File: config.mk
export PLATFORM = sky130hd
export DESIGN_NAME = vertex_component_to_float_top
export DESIGN_NICKNAME = d
export VERILOG_FILES = /design/src/sv/vctf_pkg.sv /design/src/sv/vertex_component_to_float_top.sv /design/src/sv/vctf_d2s.sv
export SDC_FILE = /design/constraint.sdc
export NUM_CORES = 1
export LEC_CHECK = 0
export BUFFER_PORTS_ARGS = -buffer_cell sky130_fd_sc_hd__buf_2
export CORE_AREA = 2 2 218 274
export DETAILED_ROUTE_END_ITERATION = 8
export DIE_AREA = 0 0 220 276
export PLACE_DENSITY = 0.74
export SYNTH_ARGS = -nofsm -noshare
export SYNTH_HDL_FRONTEND = slang
export SYNTH_HIERARCHICAL = 1
export SYNTH_SLANG_ARGS = --single-unit
File: constraint.sdc
create_clock -name clock -period 17.6 [get_ports clock]
set_input_delay 1.76 -clock clock [delete_from_list [all_inputs] [get_ports clock]]
set_output_delay 1.76 -clock clock [all_outputs]
set_load 0.01 [all_outputs]
File: src/sv/vctf_pkg.sv
// vctf_pkg: shared types and codes for the vertex component to float converter
// no dependencies; imported by vctf_d2s, vertex_component_to_float_top and its bench
`default_nettype none

package vctf_pkg;

   localparam logic [2:0] FMT_FLOAT  = 3'd0;
   localparam logic [2:0] FMT_DOUBLE = 3'd1;
   localparam logic [2:0] FMT_S8     = 3'd2;
   localparam logic [2:0] FMT_S16    = 3'd3;
   localparam logic [2:0] FMT_S32    = 3'd4;
   localparam logic [2:0] FMT_U8     = 3'd5;
   localparam logic [2:0] FMT_U16    = 3'd6;
   localparam logic [2:0] FMT_U32    = 3'd7;

   // integer width class
   typedef enum logic [1:0] {
      BW_8  = 2'd0,
      BW_16 = 2'd1,
      BW_32 = 2'd2
   } bw_type;

   // how a beat gets its double-precision image
   typedef enum logic [2:0] {
      K_PASS = 3'd0,
      K_DBL  = 3'd1,
      K_INT  = 3'd2,
      K_NORM = 3'd3,
      K_ONE  = 3'd4,
      K_ZERO = 3'd5
   } kind_type;

   // beat handed to the double to single rounder
   typedef struct packed {
      logic        valid;
      logic        bypass;
      logic [63:0] word;
   } d2s_beat_type;

endpackage

`default_nettype wire

File: src/sv/vertex_component_to_float_top.sv
// vertex_component_to_float_top: vertex attribute component to ieee single
// depends on vctf_pkg and vctf_d2s
//
//   channel | ports                                      | dir
//   req     | req_valid req_stall req_raw_bits req_format req_normalize | in
//   rsp     | rsp_valid rsp_stall rsp_float_bits         | out
//
// five register stages: decode, leading zero count, double image, align, round
// one beat per cycle while no valid output beat is held by rsp_stall; rsp_valid is the round stage valid bit
// all stages move together; req_stall rises only when the output beat is held
// reset clears the stage valid bits only, payload registers are not reset
`default_nettype none

module vertex_component_to_float_top (
   input  wire         clock,
   input  wire         reset,
   input  wire         req_valid,
   output logic        req_stall,
   input  wire  [63:0] req_raw_bits,
   input  wire  [2:0]  req_format,
   input  wire         req_normalize,
   output logic        rsp_valid,
   input  wire         rsp_stall,
   output logic [31:0] rsp_float_bits
);
   import vctf_pkg::*;

   logic advance;

   // stage 1: decode
   logic        s1_valid_ff;
   kind_type    s1_kind_ff, s1_kind_in;
   bw_type      s1_bw_ff, s1_bw_in;
   logic        s1_sign_ff, s1_sign_in;
   logic [31:0] s1_mag_ff, s1_mag_in;
   logic [63:0] s1_raw_ff;

   // stage 2: leading zeros
   logic        s2_valid_ff;
   kind_type    s2_kind_ff;
   bw_type      s2_bw_ff;
   logic        s2_sign_ff;
   logic [31:0] s2_mag_ff;
   logic [63:0] s2_raw_ff;
   logic [4:0]  s2_lz_ff, s2_lz_in;

   // stage 3: double image
   d2s_beat_type s3_beat_ff, s3_beat_in;

   logic [31:0] x, xs, mask, nm;
   logic        is_signed, neg;

   always_comb begin
      is_signed = req_format inside {FMT_S8, FMT_S16, FMT_S32};
      case (req_format)
         FMT_S8, FMT_U8:   s1_bw_in = BW_8;
         FMT_S16, FMT_U16: s1_bw_in = BW_16;
         default:          s1_bw_in = BW_32;
      endcase
      case (s1_bw_in)
         BW_8: begin
            x    = {24'd0, req_raw_bits[7:0]};
            mask = 32'h0000_00FF;
            neg  = is_signed & req_raw_bits[7];
         end
         BW_16: begin
            x    = {16'd0, req_raw_bits[15:0]};
            mask = 32'h0000_FFFF;
            neg  = is_signed & req_raw_bits[15];
         end
         default: begin
            x    = req_raw_bits[31:0];
            mask = 32'hFFFF_FFFF;
            neg  = is_signed & req_raw_bits[31];
         end
      endcase
      xs = x | ({32{neg}} & ~mask);
      // |2v+1| for negative v is {~v,1}
      nm = (((x ^ {32{neg}}) << 1) | 32'd1) & mask;

      s1_sign_in = neg;
      s1_mag_in  = 32'd0;
      if (req_format == FMT_FLOAT) begin
         s1_kind_in = K_PASS;
      end else if (req_format == FMT_DOUBLE) begin
         s1_kind_in = K_DBL;
      end else if (req_normalize) begin
         s1_mag_in = is_signed ? nm : x;
         if (s1_mag_in == mask) begin
            s1_kind_in = K_ONE;
         end else if (s1_mag_in == 32'd0) begin
            s1_kind_in = K_ZERO;
         end else begin
            s1_kind_in = K_NORM;
         end
      end else begin
         s1_mag_in  = neg ? (~xs + 32'd1) : x;
         s1_kind_in = (s1_mag_in == 32'd0) ? K_ZERO : K_INT;
      end
   end

   always_comb begin
      s2_lz_in = 5'd0;
      for (int i = 0; i < 32; i++) begin
         if (s1_mag_ff[i]) begin
            s2_lz_in = 5'(31 - i);
         end
      end
   end

   logic [4:0]   lzb;
   logic [127:0] rep, rsh;
   logic [53:0]  top54;
   logic [53:0]  msum;
   logic [31:0]  ish;
   logic [10:0]  nexp;

   always_comb begin
      case (s2_bw_ff)
         BW_8: begin
            lzb = s2_lz_ff - 5'd24;
            rep = {16{s2_mag_ff[7:0]}};
         end
         BW_16: begin
            lzb = s2_lz_ff - 5'd16;
            rep = {8{s2_mag_ff[15:0]}};
         end
         default: begin
            lzb = s2_lz_ff;
            rep = {4{s2_mag_ff}};
         end
      endcase
      // quotient by 2^b-1 repeats the b-bit block forever, so sticky is set
      rsh   = rep << lzb;
      top54 = rsh[127:74];
      msum  = {1'b0, top54[53:1]} + {53'd0, top54[0]};
      nexp  = 11'd1022 - {6'd0, lzb} + {10'd0, msum[53]};
      ish   = s2_mag_ff << s2_lz_ff;

      s3_beat_in.valid  = s2_valid_ff;
      s3_beat_in.bypass = 1'b0;
      case (s2_kind_ff)
         K_PASS: begin
            s3_beat_in.bypass = 1'b1;
            s3_beat_in.word   = {32'd0, s2_raw_ff[31:0]};
         end
         K_DBL:  s3_beat_in.word = s2_raw_ff;
         K_INT:  s3_beat_in.word = {s2_sign_ff, 11'd1054 - {6'd0, s2_lz_ff},
                                    ish[30:0], 21'd0};
         K_NORM: s3_beat_in.word = {s2_sign_ff, nexp,
                                    msum[53] ? 52'd0 : msum[51:0]};
         K_ONE:  s3_beat_in.word = {s2_sign_ff, 11'h3FF, 52'd0};
         default: s3_beat_in.word = 64'd0;
      endcase
   end

   always_ff @(posedge clock) begin
      if (reset) begin
         s1_valid_ff       <= 1'b0;
         s2_valid_ff       <= 1'b0;
         s3_beat_ff.valid  <= 1'b0;
      end else if (advance) begin
         s1_valid_ff       <= req_valid;
         s2_valid_ff       <= s1_valid_ff;
         s3_beat_ff.valid  <= s3_beat_in.valid;
      end
      if (advance) begin
         s1_kind_ff        <= s1_kind_in;
         s1_bw_ff          <= s1_bw_in;
         s1_sign_ff        <= s1_sign_in;
         s1_mag_ff         <= s1_mag_in;
         s1_raw_ff         <= req_raw_bits;
         s2_kind_ff        <= s1_kind_ff;
         s2_bw_ff          <= s1_bw_ff;
         s2_sign_ff        <= s1_sign_ff;
         s2_mag_ff         <= s1_mag_ff;
         s2_raw_ff         <= s1_raw_ff;
         s2_lz_ff          <= s2_lz_in;
         s3_beat_ff.bypass <= s3_beat_in.bypass;
         s3_beat_ff.word   <= s3_beat_in.word;
      end
   end

   vctf_d2s u_d2s (
      .clock     (clock),
      .reset     (reset),
      .advance   (advance),
      .beat      (s3_beat_ff),
      .out_valid (rsp_valid),
      .out_bits  (rsp_float_bits)
   );

   assign advance   = !(rsp_valid && rsp_stall);
   assign req_stall = !advance;

   a_stall_only_on_held_beat: assert property (@(posedge clock) disable iff (reset)
      req_stall |-> rsp_valid) else $error("stall without a held output beat");

   a_s1_to_s2: assert property (@(posedge clock) disable iff (reset)
      (s1_valid_ff && !req_stall) |=> s2_valid_ff) else $error("beat lost after decode");

   a_s2_to_s3: assert property (@(posedge clock) disable iff (reset)
      (s2_valid_ff && !req_stall) |=> s3_beat_ff.valid) else $error("beat lost after lzc");

   a_frozen_s3: assert property (@(posedge clock) disable iff (reset)
      req_stall |=> $stable(s3_beat_ff)) else $error("stage 3 moved under stall");

endmodule

`default_nettype wire

File: src/sv/vctf_d2s.sv
// vctf_d2s: two-stage round of an ieee double pattern to single, nearest-even
// depends on vctf_pkg; a bypass beat carries a finished single in word[31:0]
`default_nettype none

module vctf_d2s (
   input  wire                   clock,
   input  wire                   reset,
   input  wire                   advance,
   input  vctf_pkg::d2s_beat_type beat,
   output logic                  out_valid,
   output logic [31:0]           out_bits
);
   import vctf_pkg::*;

   logic        s4_valid_ff;
   logic        s4_sign_ff, s4_sign_in;
   logic [30:0] s4_r_ff, s4_r_in;
   logic        s4_inc_ff, s4_inc_in;
   logic        s5_valid_ff;
   logic [31:0] s5_bits_ff;

   logic [10:0] e;
   logic [51:0] m;
   logic [63:0] full;
   logic [5:0]  s;
   logic [5:0]  sm1;
   logic [63:0] keep;
   logic        g;
   logic        sticky;

   always_comb begin
      e    = beat.word[62:52];
      m    = beat.word[51:0];
      full = {11'd0, 1'b1, m};
      if (e >= 11'd897) begin
         s = 6'd29;
      end else begin
         s = 6'(11'd926 - e);
      end
      sm1    = s - 6'd1;
      keep   = full >> s;
      g      = full[sm1];
      sticky = |(full & ((64'd1 << sm1) - 64'd1));

      s4_sign_in = beat.word[63];
      s4_r_in    = 31'd0;
      s4_inc_in  = 1'b0;
      if (beat.bypass) begin
         s4_sign_in = beat.word[31];
         s4_r_in    = beat.word[30:0];
      end else if (e == 11'h7FF) begin
         if (m != 52'd0) begin
            s4_r_in = {8'hFF, 1'b1, m[50:29]};
         end else begin
            s4_r_in = {8'hFF, 23'd0};
         end
      end else if (e == 11'd0) begin
         s4_r_in = 31'd0;
      end else if (e >= 11'd1151) begin
         s4_r_in = {8'hFF, 23'd0};
      end else if (e >= 11'd897) begin
         s4_r_in   = {8'(e - 11'd896), keep[22:0]};
         s4_inc_in = g & (sticky | keep[0]);
      end else if (e < 11'd873) begin
         s4_r_in = 31'd0;
      end else begin
         s4_r_in   = keep[30:0];
         s4_inc_in = g & (sticky | keep[0]);
      end
   end

   always_ff @(posedge clock) begin
      if (reset) begin
         s4_valid_ff <= 1'b0;
         s5_valid_ff <= 1'b0;
      end else if (advance) begin
         s4_valid_ff <= beat.valid;
         s5_valid_ff <= s4_valid_ff;
      end
      if (advance) begin
         s4_sign_ff <= s4_sign_in;
         s4_r_ff    <= s4_r_in;
         s4_inc_ff  <= s4_inc_in;
         // carry may run into the exponent, up to infinity
         s5_bits_ff <= {s4_sign_ff, s4_r_ff + {30'd0, s4_inc_ff}};
      end
   end

   assign out_valid = s5_valid_ff;
   assign out_bits  = s5_bits_ff;

endmodule

`default_nettype wire

* Word level (Yosys, flattened, before mapping)
Cells that the tools add are included.
** Word-level totals
- Logic and storage cells :: 153
- Bits of input ports :: 72
- Output and inout port bits :: 34
- Register bits :: 344
** Cells by class
- Add/sub/neg operators :: 12
- Bitwise logic cells :: 12
- Order comparisons :: 4
- Equality and inequality tests :: 14
- Reductions and logical operators :: 19
- Mux-type cells :: 61
- Shift-type cells :: 4
** Operator list (number)
- $pmux W64 S5 :: 1
- $pmux W128 S2 :: 1
- $mux W31 :: 6
- $pmux W32 S2 :: 2
- $shl A128 B5 Y128 :: 1
- $mux W32 :: 3
- $mux W5 :: 16
- $and A32 B32 Y32 :: 2
- $and A53 B64 Y64 :: 1
- $logic_not A32 Y1 :: 2
- $not A32 Y32 :: 2
- $reduce_or A64 Y1 :: 1
- $shl A1 B6 Y64 const A :: 1
- $sub A64 B1 Y64 const B :: 1
- $add A53 B1 Y54 :: 1
- $shr A53 B6 Y31 :: 1
- $mux W52 :: 1
- $reduce_bool A52 Y1 :: 1
- $add A32 B1 Y32 const B :: 1
- $eq A32 B32 Y1 :: 1
- $mux W4 :: 8
- $or A32 B32 Y32 :: 1
- $shl A32 B5 Y31 :: 1
- $add A31 B1 Y31 :: 1
- 37 further kinds :: 69

* Longest topological paths before layout
- Word-level depth :: 31
- Depth in mapped cells :: 27
- Depth with buffers taken out :: 21

* Cells and area by module
The synthesis kept the hierarchy.
** By module, submodules not included
- vertex_component_to_float_top :: area an instance 18102.4 sq um, times used 1, cells an instance 1754, seq. area each 8287.9 sq um
- vctf_d2s :: area an instance 9484.1 sq um, times used 1, cells an instance 1200, seq. area each 1991.9 sq um

* Worst setup path before layout
No wires, ideal clock.
- Kind :: input to output
- Start point :: input port rsp_stall
- End point :: output port req_stall
- Stages on the path :: 2
- Arrival :: 10173 ps
- Setup slack :: 5667 ps
- Path through :: nand2_1 -> inv_1
** On the way
- Longest elaborated chain between the ends :: 1
** Ends and longest elaborated chain
- from (decl) :: RTL line vertex_component_to_float_top.sv:23 : input wire rsp_stall,
- $logic_and A1 B1 Y1 :: RTL line vertex_component_to_float_top.sv:193 : assign advance = !(rsp_valid && rsp_stall);
- to (decl) :: RTL line vertex_component_to_float_top.sv:18 : output logic req_stall,
No other way between the ends.

* Worst setup path after layout
- Start point :: register s3_beat_ff[52] (netlist bit)
- End point :: register u_d2s.s4_inc_ff, data pin
** On the way
- Longest elaborated chain between the ends :: 11
- Elaborated cells between the ends (all ways) :: 20
- Those cells by class :: add/sub: 3; order compare: 3; eq/ne: 1; shift: 2; mux: 5; bitwise: 3; reduce/logical: 3
** Ends and longest elaborated chain
- from (decl) :: RTL line vertex_component_to_float_top.sv:48 : d2s_beat_type s3_beat_ff, s3_beat_in;
- $ge A11 B10 Y1 / $sub A5 B6 Y6 (equally long branches) :: RTL line vctf_d2s.sv:35, vctf_d2s.sv:61, vctf_d2s.sv:38
- $mux W6 :: RTL line vctf_d2s.sv:35 : if (e >= 11'd897) begin
- $sub A6 B1 Y6 :: RTL line vctf_d2s.sv:40 : sm1 = s - 6'd1;
- $shl A1 B6 Y64 :: RTL line vctf_d2s.sv:43 : sticky = |(full & ((64'd1 << sm1) - 64'd1));
- $sub A64 B1 Y64 :: RTL line vctf_d2s.sv:43
- $and A53 B64 Y64 :: RTL line vctf_d2s.sv:43
- $reduce_or A64 Y1 :: RTL line vctf_d2s.sv:43
- $or A1 B1 Y1 :: RTL line vctf_d2s.sv:63, vctf_d2s.sv:68
- $and A1 B1 Y1 :: RTL line vctf_d2s.sv:63, vctf_d2s.sv:68
- $mux W1 :: RTL line vctf_d2s.sv:64 : end else if (e < 11'd873) begin
- $mux W1 :: RTL line vctf_d2s.sv:61 : end else if (e >= 11'd897) begin
- to (signal assigned) :: RTL line vctf_d2s.sv:83 : s4_inc_ff <= s4_inc_in;
- to (decl) :: RTL line vctf_d2s.sv:18 : logic s4_inc_ff, s4_inc_in;
Several ways; a longest one is shown, not always the timed one. The select of a mux whose other input is x is not followed.
A chain may end at the register's enable or synchronous reset.

==> summary.txt <==
CTS tree: done
Slew Limit Fails: 0
minimum clock period after layout: 7.544 ns
CTS sink cnt: 344
r2r endpoint: u_d2s/s4_inc_ff$_SDFFCE_PP0P_
TritonCTS Buffers: 36
Post-DP HPWL: 89.26 mm
worst skew pair latency: 0.58 ns
ranking of synthesized cells by area: edfxtp_1 (37%), mux4_2 (6.5%), mux2i_1 (5.2%), nand2_1 (4.3%), o21ai_0 (4.1%)
Port-buffer cells: 105
DRT Pass-1 Iters: 6
setup TNS: 0 ns
met2 Usage GRT: 66.76%
EDFF count, synth: 339
Die H: 276 um
f_max: 132.6 MHz
largest net degree at the start of global routing: 77
Synth Flop Type: edfxtp_1
Setup CP Type: register to register
Seq/Total Area, Yosys: 37.26%
Die ar.: 60720 um2
met1 Use GR: 44.43%
routability cong.: 1.024
DIE WIDTH: 220 um
first-pass GRT wire length: 173.3 mm
CTS clock-pin slew for the worst setup and hold paths: 0.06 ns
CP startpoint kind: register
worst-path cell chain: ha_1 -> or4_1 -> o21ai_1 -> buf_4 -> nand3_2 -> buf_4 -> clkinv_1 -> buf_4 -> ha_1 -> nand2_1 -> mux2i_1 -> o211ai_1 -> mux2i_1 -> o22ai_1 -> nand3_1 -> ha_1 -> o21ai_1 -> and3_1 -> o21ai_0 -> nand4b_1 -> nor4bb_1 -> nand4_1 -> o21a_1
share of post-route cells with drive strength above 1: 14.93%
crit-path max FO: 43
clock root buffer: clkbuf_16
Avg Cell Area, Syn: 9.339 um2
setup slack, reg-to-reg: 10.06 ns
GR Util met3: 6.678%
LEAKAGE: 10.93 nW
CP arrival: 7.87 ns
Area growth syn-to-layout: 7.797%
Initial Util: 47.59%
Layout Skew: 0.02105 ns
hold crit path type: register to register
asr flop ratio synth: 0%
GRT Overall Usage: 39.10%
initial antenna violation count: 2
Starting DRT DRC Count: 4114
routed vias: 26350
routed vias/inst: 7.133
RSZ-0062 raised after global routing: no
HP Start: s1_raw_ff[16]$_DFFE_PN_
Seq cells post-synth: 344
FP Rows: 99
CTS H-tree depth: 2
required time worst endpoint: 17.93 ns
Crit. End Element: register
share of the synthesized area in the top cell type: 36.90%
overall power: 5.002 mW
Max clock buf depth: 3
count leader, synth: edfxtp_1
Net Count, Synth: 3047
multi-input logic area: 16070 um2
Sequential Area: 10280 um2
Ys Warns: 6
hold depth: 0
Max-Cap Viols: 0
WL per Instance: 32.84 um
Worst-Margin Slew: 1.200 ns
Post-Syn Instances: 2954
Peak supply drop: 0.1199 mV
cells resized by post-CTS repair: 0
power per cell area: 168.2 nW/um2
post-synthesis cell type count: 106
Fillers: 5282
Post-Syn Area: 27590 um2
WHS Endpoint: s2_raw_ff[16]$_DFFE_PN_
top post-synthesis cells by count: edfxtp_1 (339), nand2_1 (314), o21ai_0 (225), nor2_1 (219), clkbuf_1 (185)
period utilisation layout: 42.87%
Placeable Area: 57970 um2
Final Setup Violations: 0
Overflow after GRT: 0
IO Count: 106
hold-fix buffers at CTS: 0
post-CTS setup buffers: 0
WL final: 121.3 mm
nets@finish: 2999
slowest stage cell, crit path: edfxtp_1
FF-to-FF path depth: 23
vias in the first global route: 24950
final hold violation count: 0
Slew HR: 19.30%
DRC: 0
status: finished clean
delay of the slowest critical-path stage: 0.71 ns
CP startpoint: s3_beat_ff[52]$_DFFE_PN_
Post-DRT Antenna Nets: 0
Synth area leader: edfxtp_1
FF-to-FF Start: s3_beat_ff[52]$_DFFE_PN_
Most Crowded Layer GR: met2
-- how the worst max path moves through the flow --
stage | endpoint | slack [ns] | depth (start not counted)
global route | u_d2s/s4_inc_ff$_SDFFCE_PP0P_ | 9.65 | 23
global placement | u_d2s/s4_inc_ff$_SDFFCE_PP0P_ | 10.41 | 20
finish | u_d2s/s4_inc_ff$_SDFFCE_PP0P_ | 10.06 | 23
floorplan | req_stall | 5.67 | 2
CTS | u_d2s/s4_inc_ff$_SDFFCE_PP0P_ | 10.41 | 23
detailed placement | u_d2s/s4_inc_ff$_SDFFCE_PP0P_ | 10.42 | 23
-- worst max-delay path: cells and delay by family, from the launching register on --
family	cells	cell delay (ns)
adders and majority gates	3	1.49
DFF	1	0.71
buffers and inverters	4	1.16
and+or+nand+nor	8	1.88
muxes	2	0.49
AOI/OAI and AO/OA	6	1.52
-- layer usage --
metal	vias to the layer above	wire length, um
met4	2	10100
met3	504	9863
li1	11290	-
met1	12700	41560
met5	-	13
met2	1854	59790
-- state kept, by name, indices dropped and copies added, names as in the netlist --
name and flops:
s1_valid_ff 1, u_d2s/s4_sign_ff 1, s1_mag_ff 32, s2_sign_ff 1, s1_kind_ff 3, s1_raw_ff 64, s1_sign_ff 1, u_d2s/out_valid 1
s1_bw_ff 2, s2_kind_ff 3, s2_raw_ff 64, s2_bw_ff 2, u_d2s/s4_r_ff 31, u_d2s/out_bits 32, s3_beat_ff 66, s2_lz_ff 5
s2_valid_ff 1, u_d2s/s4_valid_ff 1, u_d2s/s4_inc_ff 1, s2_mag_ff 32
-- cell type report --
cell class	instances	area share, %
Multi-Input combinational cell	2297	54.05
Sequential cell	344	34.57
Timing Repair Buffer	174	3.509
Tap cell	757	3.185
Clock buffer	37	3.042
Clock inverter	29	0.9509
Inverter	53	0.6690
Antenna cell	3	0.02525
-- metrics by stage --
stage | util (%) | instance area, um2 | hold WS [ns] | std cells | worst slack (ns)
2_1_floorplan | - | 27590 | 0.4003 | 2954 | 5.667
3_3_place_gp | 49.24 | 28540 | 0.4016 | 3625 | 10.41
3_5_place_dp | 49.24 | 28540 | 0.4045 | 3625 | 10.42
4_1_cts | 51.28 | 29730 | 0.4188 | 3691 | 10.41
5_1_grt | 51.28 | 29730 | 0.4239 | 3691 | 9.655
6_report | 51.30 | 29740 | 0.4183 | 3694 | 10.06
-- placed cells by master (no fill, tap or decap), drive strengths merged, types with 54 or more instances in the layout --
cell type    n
mux2i      142
xnor2       72
buf        174
inv         55
xor2        54
edfxtp     339
nand3       80
nor2       224
a21oi      157
o21ai      234
nand2      315
nor3        84
a22oi       66
mux4        80
-- cell families (layout without fill, tap and decap cells) --
kind of cell | Yosys count | after routing | share of synthesized area (%)
muxes | 270 | 270 | 13.64
buffers and inverters | 313 | 293 | 4.771
and+or+nand+nor | 988 | 988 | 17.40
adders and majority gates | 21 | 21 | 0.9525
DFF | 344 | 344 | 37.26
AOI/OAI and AO/OA | 891 | 891 | 21.89
other | 0 | 3 | 0
xor gates and xnor gates | 127 | 127 | 4.082
-- power by group --
part / switching, mW / leakage [nW] / internal, mW
combinational: 1.81 / 6.54 / 0.970
sequential: 0.354 / 3.81 / 1.09
clock: 0.353 / 0.577 / 0.430
(Power assumes the default switching activity.)
